--- src/rtl/core/omap_pkg.sv ---
// ----------------------------------------------------------------------------
// omap_pkg
// Types, constants and helpers of the OSC message argument parser.
// ----------------------------------------------------------------------------
package omap_pkg;

    localparam int MAX_TAGS          = 16;
    localparam int TAG_IDX_W         = $clog2(MAX_TAGS);
    localparam int TAG_CNT_W         = TAG_IDX_W + 1;
    localparam int POS_W             = 11;
    localparam int ADDR_W            = 6;
    localparam int CFG_DATA_W        = 64;
    localparam int TLEN_W            = 6;
    localparam int MAX_ADDRESS_BYTES = 32;

    localparam logic [POS_W-1:0]     LAST_POS   = POS_W'(2047);
    localparam logic [TLEN_W-1:0]    TLEN_MAX   = TLEN_W'(MAX_ADDRESS_BYTES);
    localparam logic [TAG_CNT_W-1:0] TAGS_MAX   = TAG_CNT_W'(MAX_TAGS);
    localparam logic [31:0]          ALIGN_MASK = 32'hFFFF_FFFC;

    localparam logic [7:0] CH_COMMA = 8'h2C;
    localparam logic [7:0] CH_INT   = 8'h69;
    localparam logic [7:0] CH_FLOAT = 8'h66;
    localparam logic [7:0] CH_STR   = 8'h73;
    localparam logic [7:0] CH_BLOB  = 8'h62;
    localparam logic [7:0] CH_TRUE  = 8'h54;

    localparam logic [2:0] REG_TARGET_0      = 3'd0;
    localparam logic [2:0] REG_TARGET_1      = 3'd1;
    localparam logic [2:0] REG_TARGET_2      = 3'd2;
    localparam logic [2:0] REG_TARGET_3      = 3'd3;
    localparam logic [2:0] REG_TARGET_LENGTH = 3'd4;
    localparam logic [2:0] REG_MAX_ARGS      = 3'd5;

    typedef enum logic [2:0] {
        PH_ADDR,
        PH_ADDR_PAD,
        PH_COMMA,
        PH_TAGS,
        PH_ARG_PAD,
        PH_ARG_WORD,
        PH_ARG_BODY,
        PH_IDLE
    } phase_t;

    typedef enum logic [1:0] {
        SEQ_BYTE,
        SEQ_DISPATCH,
        SEQ_FLUSH
    } seq_t;

    typedef struct packed {
        logic [7:0] data_byte;
        logic       end_of_packet;
    } byte_item_t;

    typedef struct packed {
        logic                 result_kind;
        logic [TAG_IDX_W-1:0] arg_index;
        logic [7:0]           type_tag;
        logic [31:0]          word_value;
        logic [POS_W-1:0]     data_offset;
        logic [POS_W-1:0]     data_length;
        logic                 truncated;
        logic [TAG_CNT_W-1:0] arg_count;
        logic                 last_of_run;
    } result_t;

    function automatic logic has_payload(input logic [7:0] t);
        return (t == CH_INT) || (t == CH_FLOAT) || (t == CH_STR) || (t == CH_BLOB);
    endfunction

    function automatic result_t make_arg(
        input logic [TAG_CNT_W-1:0] idx,
        input logic [7:0]           tag,
        input logic [31:0]          word,
        input logic [POS_W-1:0]     off,
        input logic [POS_W-1:0]     len,
        input logic                 trunc
    );
        result_t r;
        r             = '0;
        r.arg_index   = idx[TAG_IDX_W-1:0];
        r.type_tag    = tag;
        r.word_value  = word;
        r.data_offset = off;
        r.data_length = len;
        r.truncated   = trunc;
        return r;
    endfunction

endpackage

--- src/rtl/core/omap_out_stage.sv ---
// ----------------------------------------------------------------------------
// omap_out_stage
// Result register with valid/ready handshake toward the consumer.
// ----------------------------------------------------------------------------
module omap_out_stage (
    input  logic             clk,
    input  logic             rst_n,
    input  logic             push,
    input  omap_pkg::result_t push_item,
    output logic             can_push,
    output logic             result_valid,
    input  logic             result_ready,
    output omap_pkg::result_t result_item
);
    import omap_pkg::*;

    logic    valid_reg;
    result_t item_reg;

    assign can_push     = !valid_reg || result_ready;
    assign result_valid = valid_reg;
    assign result_item  = item_reg;

    always_ff @(posedge clk or negedge rst_n)
    begin
        if (!rst_n)
        begin
            valid_reg <= 1'b0;
        end
        else if (can_push)
        begin
            valid_reg <= push;
        end
    end

    always_ff @(posedge clk)
    begin
        if (can_push && push)
        begin
            item_reg <= push_item;
        end
    end

endmodule

--- src/rtl/core/osc_message_argument_parser_core.sv ---
// ----------------------------------------------------------------------------
// osc_message_argument_parser_core
// OSC 1.0 message parser: address match, type tags, argument decode.
// ----------------------------------------------------------------------------
// Takes one packet byte per cycle while the sequencer waits for bytes and the
// result register can accept. A byte that completes a header or an argument is
// followed by dispatch steps that report each payload-free tag in turn, and the
// last byte of a packet by flush steps that report each argument left and then
// the summary. All results leave through the single result register, one per
// cycle while the consumer is ready; no byte is consumed while a result waits.
// ----------------------------------------------------------------------------
module osc_message_argument_parser_core (
    input  logic                                  clk,
    input  logic                                  rst_n,
    input  logic                                  psel,
    input  logic                                  penable,
    input  logic                                  pwrite,
    input  logic [omap_pkg::ADDR_W-1:0]           paddr,
    input  logic [omap_pkg::CFG_DATA_W-1:0]       pwdata,
    output logic [omap_pkg::CFG_DATA_W-1:0]       prdata,
    output logic                                  pready,
    input  logic                                  byte_valid,
    output logic                                  byte_ready,
    input  omap_pkg::byte_item_t                  byte_item,
    output logic                                  result_valid,
    input  logic                                  result_ready,
    output omap_pkg::result_t                     result_item
);
    import omap_pkg::*;

    logic [CFG_DATA_W-1:0] target_reg [4];
    logic [TLEN_W-1:0]     tlen_reg;
    logic [TAG_CNT_W-1:0]  max_args_reg;
    logic [2:0]            cfg_idx;
    logic                  cfg_wr;

    seq_t                  seq_reg, seq_next;
    phase_t                phase_reg, phase_next;
    logic [POS_W-1:0]      pos_reg, pos_next;
    logic                  hfail_reg, hfail_next;
    logic [7:0]            tag_store [MAX_TAGS];
    logic [TAG_CNT_W-1:0]  tag_cnt_reg, tag_cnt_next;
    logic [TAG_CNT_W-1:0]  cur_reg, cur_next;
    logic [POS_W-1:0]      pstart_reg, pstart_next;
    logic [31:0]           word_reg, word_next;
    logic [31:0]           skip_reg, skip_next;
    logic [POS_W-1:0]      disp_pos_reg, disp_pos_next;
    logic                  eop_pend_reg, eop_pend_next;
    logic                  held_valid_reg, held_valid_next;
    result_t               held_item_reg, held_item_next;
    logic                  in_valid_reg;
    byte_item_t            in_item_reg;

    logic                  adv;
    logic                  consume;
    logic                  push;
    result_t               push_item;
    logic                  tag_we;
    logic                  disp;
    logic                  run_end;
    logic                  ok;
    logic [7:0]            b;
    logic                  eop_eff;
    logic [POS_W-1:0]      pos_inc;
    logic [POS_W-1:0]      pos_rel;
    logic [7:0]            cur_tag;
    logic [TLEN_W-1:0]     tlen_eff;
    logic [TAG_CNT_W-1:0]  lim;
    logic [7:0]            tbyte;
    logic [CFG_DATA_W-1:0] tword;
    logic [5:0]            tshift;
    logic [31:0]           word_new;
    logic [31:0]           skip_new;
    logic [31:0]           skip_dec;

    assign pready  = 1'b1;
    assign cfg_idx = paddr[ADDR_W-1:3];
    assign cfg_wr  = psel && penable && pwrite;

    always_ff @(posedge clk or negedge rst_n)
    begin
        if (!rst_n)
        begin
            target_reg[0] <= '0;
            target_reg[1] <= '0;
            target_reg[2] <= '0;
            target_reg[3] <= '0;
            tlen_reg      <= '0;
            max_args_reg  <= TAGS_MAX;
        end
        else if (cfg_wr)
        begin
            case (cfg_idx)
                REG_TARGET_0:      target_reg[0] <= pwdata;
                REG_TARGET_1:      target_reg[1] <= pwdata;
                REG_TARGET_2:      target_reg[2] <= pwdata;
                REG_TARGET_3:      target_reg[3] <= pwdata;
                REG_TARGET_LENGTH: tlen_reg      <= pwdata[TLEN_W-1:0];
                REG_MAX_ARGS:      max_args_reg  <= pwdata[TAG_CNT_W-1:0];
                default:           ;
            endcase
        end
    end

    always_comb
    begin
        case (cfg_idx)
            REG_TARGET_0:      prdata = target_reg[0];
            REG_TARGET_1:      prdata = target_reg[1];
            REG_TARGET_2:      prdata = target_reg[2];
            REG_TARGET_3:      prdata = target_reg[3];
            REG_TARGET_LENGTH: prdata = {{(CFG_DATA_W-TLEN_W){1'b0}}, tlen_reg};
            REG_MAX_ARGS:      prdata = {{(CFG_DATA_W-TAG_CNT_W){1'b0}}, max_args_reg};
            default:           prdata = '0;
        endcase
    end

    omap_out_stage u_out (
        .clk          (clk),
        .rst_n        (rst_n),
        .push         (push),
        .push_item    (push_item),
        .can_push     (adv),
        .result_valid (result_valid),
        .result_ready (result_ready),
        .result_item  (result_item)
    );

    assign b        = in_item_reg.data_byte;
    assign eop_eff  = in_item_reg.end_of_packet || (pos_reg == LAST_POS);
    assign pos_inc  = pos_reg + POS_W'(1);
    assign pos_rel  = pos_reg - pstart_reg;
    assign cur_tag  = tag_store[cur_reg[TAG_IDX_W-1:0]];
    assign tlen_eff = (tlen_reg > TLEN_MAX) ? TLEN_MAX : tlen_reg;
    assign lim      = (max_args_reg > TAGS_MAX) ? TAGS_MAX : max_args_reg;
    assign tword    = target_reg[pos_reg[4:3]];
    assign tshift   = {~pos_reg[2:0], 3'b000};
    assign tbyte    = (pos_reg >= POS_W'(tlen_eff)) ? 8'h00 : 8'(tword >> tshift);
    assign word_new = {word_reg[23:0], b};
    assign skip_new = (word_new + 32'd3) & ALIGN_MASK;
    assign skip_dec = (skip_reg != 32'd0) ? (skip_reg - 32'd1) : skip_reg;
    assign ok       = !hfail_reg && (phase_reg >= PH_ARG_PAD);

    assign byte_ready = !in_valid_reg || consume;

    always_comb
    begin
        seq_next        = seq_reg;
        phase_next      = phase_reg;
        pos_next        = pos_reg;
        hfail_next      = hfail_reg;
        tag_cnt_next    = tag_cnt_reg;
        cur_next        = cur_reg;
        pstart_next     = pstart_reg;
        word_next       = word_reg;
        skip_next       = skip_reg;
        disp_pos_next   = disp_pos_reg;
        eop_pend_next   = eop_pend_reg;
        held_valid_next = held_valid_reg;
        held_item_next  = held_item_reg;
        consume         = 1'b0;
        push            = 1'b0;
        push_item       = '0;
        tag_we          = 1'b0;
        disp            = 1'b0;
        run_end         = 1'b0;
        if (adv)
        begin
            case (seq_reg)
                SEQ_BYTE:
                begin
                    if (in_valid_reg)
                    begin
                        consume = 1'b1;
                        case (phase_reg)
                            PH_ADDR:
                            begin
                                if (b != tbyte)
                                begin
                                    hfail_next = 1'b1;
                                    phase_next = PH_IDLE;
                                end
                                else if (b == 8'h00)
                                begin
                                    phase_next = (pos_inc[1:0] != 2'b00) ? PH_ADDR_PAD : PH_COMMA;
                                end
                            end
                            PH_ADDR_PAD:
                            begin
                                if (pos_inc[1:0] == 2'b00)
                                begin
                                    phase_next = PH_COMMA;
                                end
                            end
                            PH_COMMA:
                            begin
                                if (b == CH_COMMA)
                                begin
                                    tag_cnt_next = '0;
                                    phase_next   = PH_TAGS;
                                end
                                else
                                begin
                                    hfail_next = 1'b1;
                                    phase_next = PH_IDLE;
                                end
                            end
                            PH_TAGS:
                            begin
                                if (b == 8'h00)
                                begin
                                    cur_next = '0;
                                    disp     = 1'b1;
                                end
                                else if (tag_cnt_reg < lim)
                                begin
                                    tag_we       = 1'b1;
                                    tag_cnt_next = tag_cnt_reg + TAG_CNT_W'(1);
                                end
                            end
                            PH_ARG_PAD:
                            begin
                                if (pos_inc[1:0] == 2'b00)
                                begin
                                    disp = 1'b1;
                                end
                            end
                            PH_ARG_WORD:
                            begin
                                word_next = word_new;
                                if (pos_rel >= POS_W'(3))
                                begin
                                    if (cur_tag == CH_BLOB)
                                    begin
                                        if (word_new[31])
                                        begin
                                            phase_next = PH_IDLE;
                                        end
                                        else
                                        begin
                                            pstart_next = pos_inc;
                                            skip_next   = skip_new;
                                            if (skip_new == 32'd0)
                                            begin
                                                held_item_next  = make_arg(cur_reg, cur_tag,
                                                    word_new, pos_inc, '0, 1'b0);
                                                held_valid_next = 1'b1;
                                                cur_next        = cur_reg + TAG_CNT_W'(1);
                                                disp            = 1'b1;
                                            end
                                            else
                                            begin
                                                phase_next = PH_ARG_BODY;
                                            end
                                        end
                                    end
                                    else
                                    begin
                                        held_item_next  = make_arg(cur_reg, cur_tag, word_new,
                                            '0, '0, 1'b0);
                                        held_valid_next = 1'b1;
                                        cur_next        = cur_reg + TAG_CNT_W'(1);
                                        disp            = 1'b1;
                                    end
                                end
                            end
                            PH_ARG_BODY:
                            begin
                                if (cur_tag == CH_STR)
                                begin
                                    if (b == 8'h00)
                                    begin
                                        held_item_next  = make_arg(cur_reg, cur_tag, '0,
                                            pstart_reg, pos_rel, 1'b0);
                                        held_valid_next = 1'b1;
                                        cur_next        = cur_reg + TAG_CNT_W'(1);
                                        disp            = 1'b1;
                                    end
                                end
                                else
                                begin
                                    skip_next = skip_dec;
                                    if (skip_dec == 32'd0)
                                    begin
                                        held_item_next  = make_arg(cur_reg, cur_tag, word_reg,
                                            pstart_reg, '0, 1'b0);
                                        held_valid_next = 1'b1;
                                        cur_next        = cur_reg + TAG_CNT_W'(1);
                                        disp            = 1'b1;
                                    end
                                end
                            end
                            default: ;
                        endcase
                        if (disp)
                        begin
                            seq_next      = SEQ_DISPATCH;
                            disp_pos_next = pos_inc;
                            eop_pend_next = eop_eff;
                        end
                        else if (eop_eff)
                        begin
                            seq_next = SEQ_FLUSH;
                        end
                        if (!eop_eff)
                        begin
                            pos_next = pos_inc;
                        end
                    end
                end
                SEQ_DISPATCH:
                begin
                    if (cur_reg < tag_cnt_reg)
                    begin
                        if (!has_payload(cur_tag))
                        begin
                            if (held_valid_reg)
                            begin
                                push      = 1'b1;
                                push_item = held_item_reg;
                            end
                            held_item_next  = make_arg(cur_reg, cur_tag,
                                {31'd0, cur_tag == CH_TRUE}, '0, '0, 1'b0);
                            held_valid_next = 1'b1;
                            cur_next        = cur_reg + TAG_CNT_W'(1);
                        end
                        else
                        begin
                            if (disp_pos_reg[1:0] != 2'b00)
                            begin
                                phase_next = PH_ARG_PAD;
                            end
                            else
                            begin
                                pstart_next = disp_pos_reg;
                                word_next   = '0;
                                phase_next  = (cur_tag == CH_STR) ? PH_ARG_BODY : PH_ARG_WORD;
                            end
                            run_end = 1'b1;
                        end
                    end
                    else
                    begin
                        phase_next = PH_IDLE;
                        run_end    = 1'b1;
                    end
                    if (run_end)
                    begin
                        if (held_valid_reg)
                        begin
                            push                  = 1'b1;
                            push_item             = held_item_reg;
                            push_item.last_of_run = !eop_pend_reg;
                        end
                        held_valid_next = 1'b0;
                        seq_next        = eop_pend_reg ? SEQ_FLUSH : SEQ_BYTE;
                    end
                end
                SEQ_FLUSH:
                begin
                    push = 1'b1;
                    if (ok && (cur_reg < tag_cnt_reg))
                    begin
                        if (has_payload(cur_tag))
                        begin
                            push_item = make_arg(cur_reg, cur_tag, '0, '0, '0, 1'b1);
                        end
                        else
                        begin
                            push_item = make_arg(cur_reg, cur_tag,
                                {31'd0, cur_tag == CH_TRUE}, '0, '0, 1'b0);
                        end
                        cur_next = cur_reg + TAG_CNT_W'(1);
                    end
                    else
                    begin
                        push_item.result_kind = 1'b1;
                        push_item.arg_count   = ok ? tag_cnt_reg : '0;
                        push_item.last_of_run = 1'b1;
                        seq_next              = SEQ_BYTE;
                        pos_next              = '0;
                        phase_next            = PH_ADDR;
                        hfail_next            = 1'b0;
                        tag_cnt_next          = '0;
                        cur_next              = '0;
                        pstart_next           = '0;
                        word_next             = '0;
                        skip_next             = '0;
                    end
                end
                default:
                begin
                    seq_next = SEQ_BYTE;
                end
            endcase
        end
    end

    always_ff @(posedge clk or negedge rst_n)
    begin
        if (!rst_n)
        begin
            seq_reg        <= SEQ_BYTE;
            phase_reg      <= PH_ADDR;
            pos_reg        <= '0;
            hfail_reg      <= 1'b0;
            tag_cnt_reg    <= '0;
            cur_reg        <= '0;
            pstart_reg     <= '0;
            word_reg       <= '0;
            skip_reg       <= '0;
            disp_pos_reg   <= '0;
            eop_pend_reg   <= 1'b0;
            held_valid_reg <= 1'b0;
            in_valid_reg   <= 1'b0;
        end
        else
        begin
            seq_reg        <= seq_next;
            phase_reg      <= phase_next;
            pos_reg        <= pos_next;
            hfail_reg      <= hfail_next;
            tag_cnt_reg    <= tag_cnt_next;
            cur_reg        <= cur_next;
            pstart_reg     <= pstart_next;
            word_reg       <= word_next;
            skip_reg       <= skip_next;
            disp_pos_reg   <= disp_pos_next;
            eop_pend_reg   <= eop_pend_next;
            held_valid_reg <= held_valid_next;
            if (byte_valid && byte_ready)
            begin
                in_valid_reg <= 1'b1;
            end
            else if (consume)
            begin
                in_valid_reg <= 1'b0;
            end
        end
    end

    always_ff @(posedge clk)
    begin
        held_item_reg <= held_item_next;
        if (byte_valid && byte_ready)
        begin
            in_item_reg <= byte_item;
        end
        if (tag_we)
        begin
            tag_store[tag_cnt_reg[TAG_IDX_W-1:0]] <= b;
        end
    end

endmodule

--- config.mk ---
export PLATFORM = sky130hd
export DESIGN_NAME = osc_message_argument_parser_core
export DESIGN_NICKNAME = d
export VERILOG_FILES = /design/src/rtl/core/omap_pkg.sv /design/src/rtl/core/omap_out_stage.sv /design/src/rtl/core/osc_message_argument_parser_core.sv
export SDC_FILE = /design/constraint.sdc
export NUM_CORES = 1
export LEC_CHECK = 0
export BUFFER_PORTS_ARGS = -buffer_cell sky130_fd_sc_hd__buf_2
export CORE_UTILIZATION = 55
export CTS_CLUSTER_SIZE = 8
export DETAILED_ROUTE_END_ITERATION = 16
export PLACE_DENSITY = 0.78
export SLEW_MARGIN = 5
export SYNTH_ARGS = -nofsm -noshare
export SYNTH_HDL_FRONTEND = slang
export SYNTH_SLANG_ARGS = --single-unit
export TNS_END_PERCENT = 10
--- constraint.sdc ---
create_clock -name clk -period 8.3 [get_ports clk]
set_input_delay 1.66 -clock clk [delete_from_list [all_inputs] [get_ports clk]]
set_output_delay 1.66 -clock clk [all_outputs]
set_load 0.1 [all_outputs]
==> flow_summary.ini <==
[sta]
min_period_ps = 6038
post-route-period-util = 0.7275
hold_viol = 0
whs_ps = 486.2
final-max-slew-violation-count = 0
fin_worst_skew_ps = 23.29
rsz0062_at_grt = no
setup_viol = 0
finalSetupTns_ps = 0
tightest_slew_ps = 1176
max_slew_margin = 0.2162
fin_ws_ps = 2262
fmax_mhz = 165.6

[global_routing]
antenna_found_initial = 15
grt_max_degree = 154
track_usage = 0.2957
grt-ovfl-total = 0
grt_pass1_vias = 24690
grt_pass1_wl_mm = 142.5

[run_status]
outcome = complete, no violations

[setup_path]
r2r_cells = 13
reg2reg_slack_ps = 2820
reg2reg_from = cur_reg[0]
worstReg2RegEnd = held_item_reg[24]
crit_path_start_kind = input port
path_max_fanout = 36
worstSetupEndpointType = primary output
required_ps = 6640
crit_type = input port to primary output
crit_arrival_ps = 4380

[cts]
clk_latency_ps = 640
clk_root_buffer_cell = clkbuf_16
holdBufCountCts = 0
post-cts-setup-buffer-count = 0
cts.htree.levels = 3
cts.sinks = 661
cts.repair.resized = 0
clock_path_buffers = 3
path_clk_slew_ps = 50
cts_buffers = 93
cts_tree = built

[logic_synthesis]
syn-instance-count = 2755
synth_cell_type_count = 106
postSynthAreaPerCell_um2 = 12.14
syn_area_mm2 = 0.03344
synth_flop_cell = dfrtp_1
synth-edff-count = 277
ys_warn_count = 0
async_flop_share = 0.5809
synth.ff_latch_count = 661
synth.net_count = 2877
synth-seq-area-share = 0.5361

[place]
dp_hpwl_mm = 59.96
place_ws_ps = 2358
io_buffers = 222
placed_area_mm2 = 0.03504
gp_congestion = 0.9302
dp.cells = 3602

[floorplanning]
coreArea_mm2 = 0.06025
fp-row-count = 90
die_h_um = 248.6
initial_utilization = 0.5551
die_area_mm2 = 0.06179
ios = 227
chipWidth_um = 248.6

[power]
total_power_mw = 14.47
p_leak_nw = 15.30
powerDensity_mw_per_mm2 = 383.7
vdd_drop_max_v = 0.0002272

[drt]
wire_per_inst_um = 24.36
drtIter0Drc = 2358
routed_wl_mm = 91.68
dr.pass1.iters = 6
viasPerCell = 6.491
dr_total_vias = 24426
drc_errors = 0
ant_nets = 0

[min_path]
hp-start = word_reg[29]
holdCritPathClass = flop to flop
worstHoldEndpoint = word_reg[29]
holdPathStages = 2

[finish]
final_nets = 3037
final_core_util = 0.6260
final_area_mm2 = 0.03771
fin_cells = 3763
fill_cells = 4447
syn2layout_area_growth_pct = 12.78
largest_register_ffs = 256
drive_above_1_share = 0.2602

[job]
drv_cap = 0
==> worst max path at each step <==
stage | start | slack [ps] | end
after floorplan | pos_reg[0] | 1640 | held_item_reg[10]
after detailed placement | paddr[4] | 2360 | prdata[51]
after CTS | paddr[4] | 2330 | prdata[51]
after global placement | paddr[3] | 2370 | prdata[61]
final | paddr[4] | 2260 | prdata[41]
after global routing | paddr[3] | 2150 | prdata[45]
==> kinds of logic (layout without fill, tap and decap cells) <==
kind of cell    Yosys count  count (layout)  share of synthesized area
simple gates            773             773                     0.1179
flops                   661             661                     0.5361
compound gates          548             548                     0.1170
mux                     428             428                     0.1673
buf+inv                 254             470                    0.03371
xor+xnor                 53              53                    0.01388
fa+ha+maj                37              37                    0.01399
other cells               1              11                  0.0001121
==> Yosys cell counts, types with 8 or more instances <==
cell        n  area share
dfrtp_1   383        0.29
mux2_2    280       0.094
edfxtp_1  277        0.25
nand2_1   269       0.030
a22oi_1   145       0.033
clkbuf_1  138       0.015
o21ai_0   119       0.018
nor2_1    110       0.012
mux2i_1    72       0.022
and2_1     65       0.012
nand3_1    62      0.0093
mux4_2     60       0.040
a21oi_1    53      0.0079
inv_1      52      0.0058
nor3_1     50      0.0075
a22o_1     42       0.011
o31ai_1    36      0.0081
ha_1       35       0.013
xnor2_1    27      0.0071
and3_1     26      0.0049
nor2b_1    26      0.0049
xor2_1     26      0.0068
buf_2      25      0.0037
nand4_1    25      0.0047
nand2b_1   24      0.0045
a221o_1    22      0.0066
buf_1      21      0.0024
or3_1      21      0.0039
nor4_1     18      0.0034
or4_1      16      0.0036
o22ai_1    13      0.0024
mux4_1     12      0.0094
o211ai_1   12      0.0027
a211oi_1   10      0.0022
buf_6      10      0.0034
o311a_1     9      0.0027
or2_2       9      0.0017
nor3b_1     8      0.0018
==> cell type report <==
cell class | count | area, µm² | area share
Sequential cell | 661 | 17940 | 0.4756
Antenna cell | 10 | 25.02 | 0.0006635
Timing Repair Buffer | 267 | 1471 | 0.03902
Clock inverter | 7 | 108.9 | 0.002886
Tap cell | 782 | 978.4 | 0.02594
Clock buffer | 144 | 2540 | 0.06735
Inverter | 52 | 195.2 | 0.005176
Multi-Input combinational cell | 1840 | 14460 | 0.3834
==> worst max-delay path, stage by stage <==
cell     delay, ps
buf_2          350
nor2b_1        310
and2_2         840
buf_4          470
a22oi_1        160
nand2_1        110
buf_2          440
==> where the power goes <==
part           total, mW  switching, mW  internal [mW]
clock network       3.49           1.40           2.08
logic               5.99           4.20           1.78
registers           5.00          0.708           4.29
==> layer usage <==
layer | wire [µm] | GRT usage
met2 | 44060 | 0.4812
met5 | 53 | 0
met3 | 7763 | 0.06951
met1 | 36020 | 0.3772
met4 | 3780 | 0.1340
==> cell usage in the layout, fill, tap and decap left out, drive strengths merged, types with 27 or more instances in the layout <==
cell type	netlist	final
a21oi	57	57
a22o	42	42
a22oi	146	146
and2	65	65
buf	63	267
clkbuf	139	144
dfrtp	383	383
edfxtp	277	277
ha	35	35
inv	52	55
mux2	284	284
mux2i	72	72
mux4	72	72
nand2	270	270
nand3	64	64
nor2	111	111
nor2b	27	27
nor3	52	52
o21ai	121	121
o31ai	36	36
xnor2	27	27
Note: power is estimated with default switching activity, not from simulation.
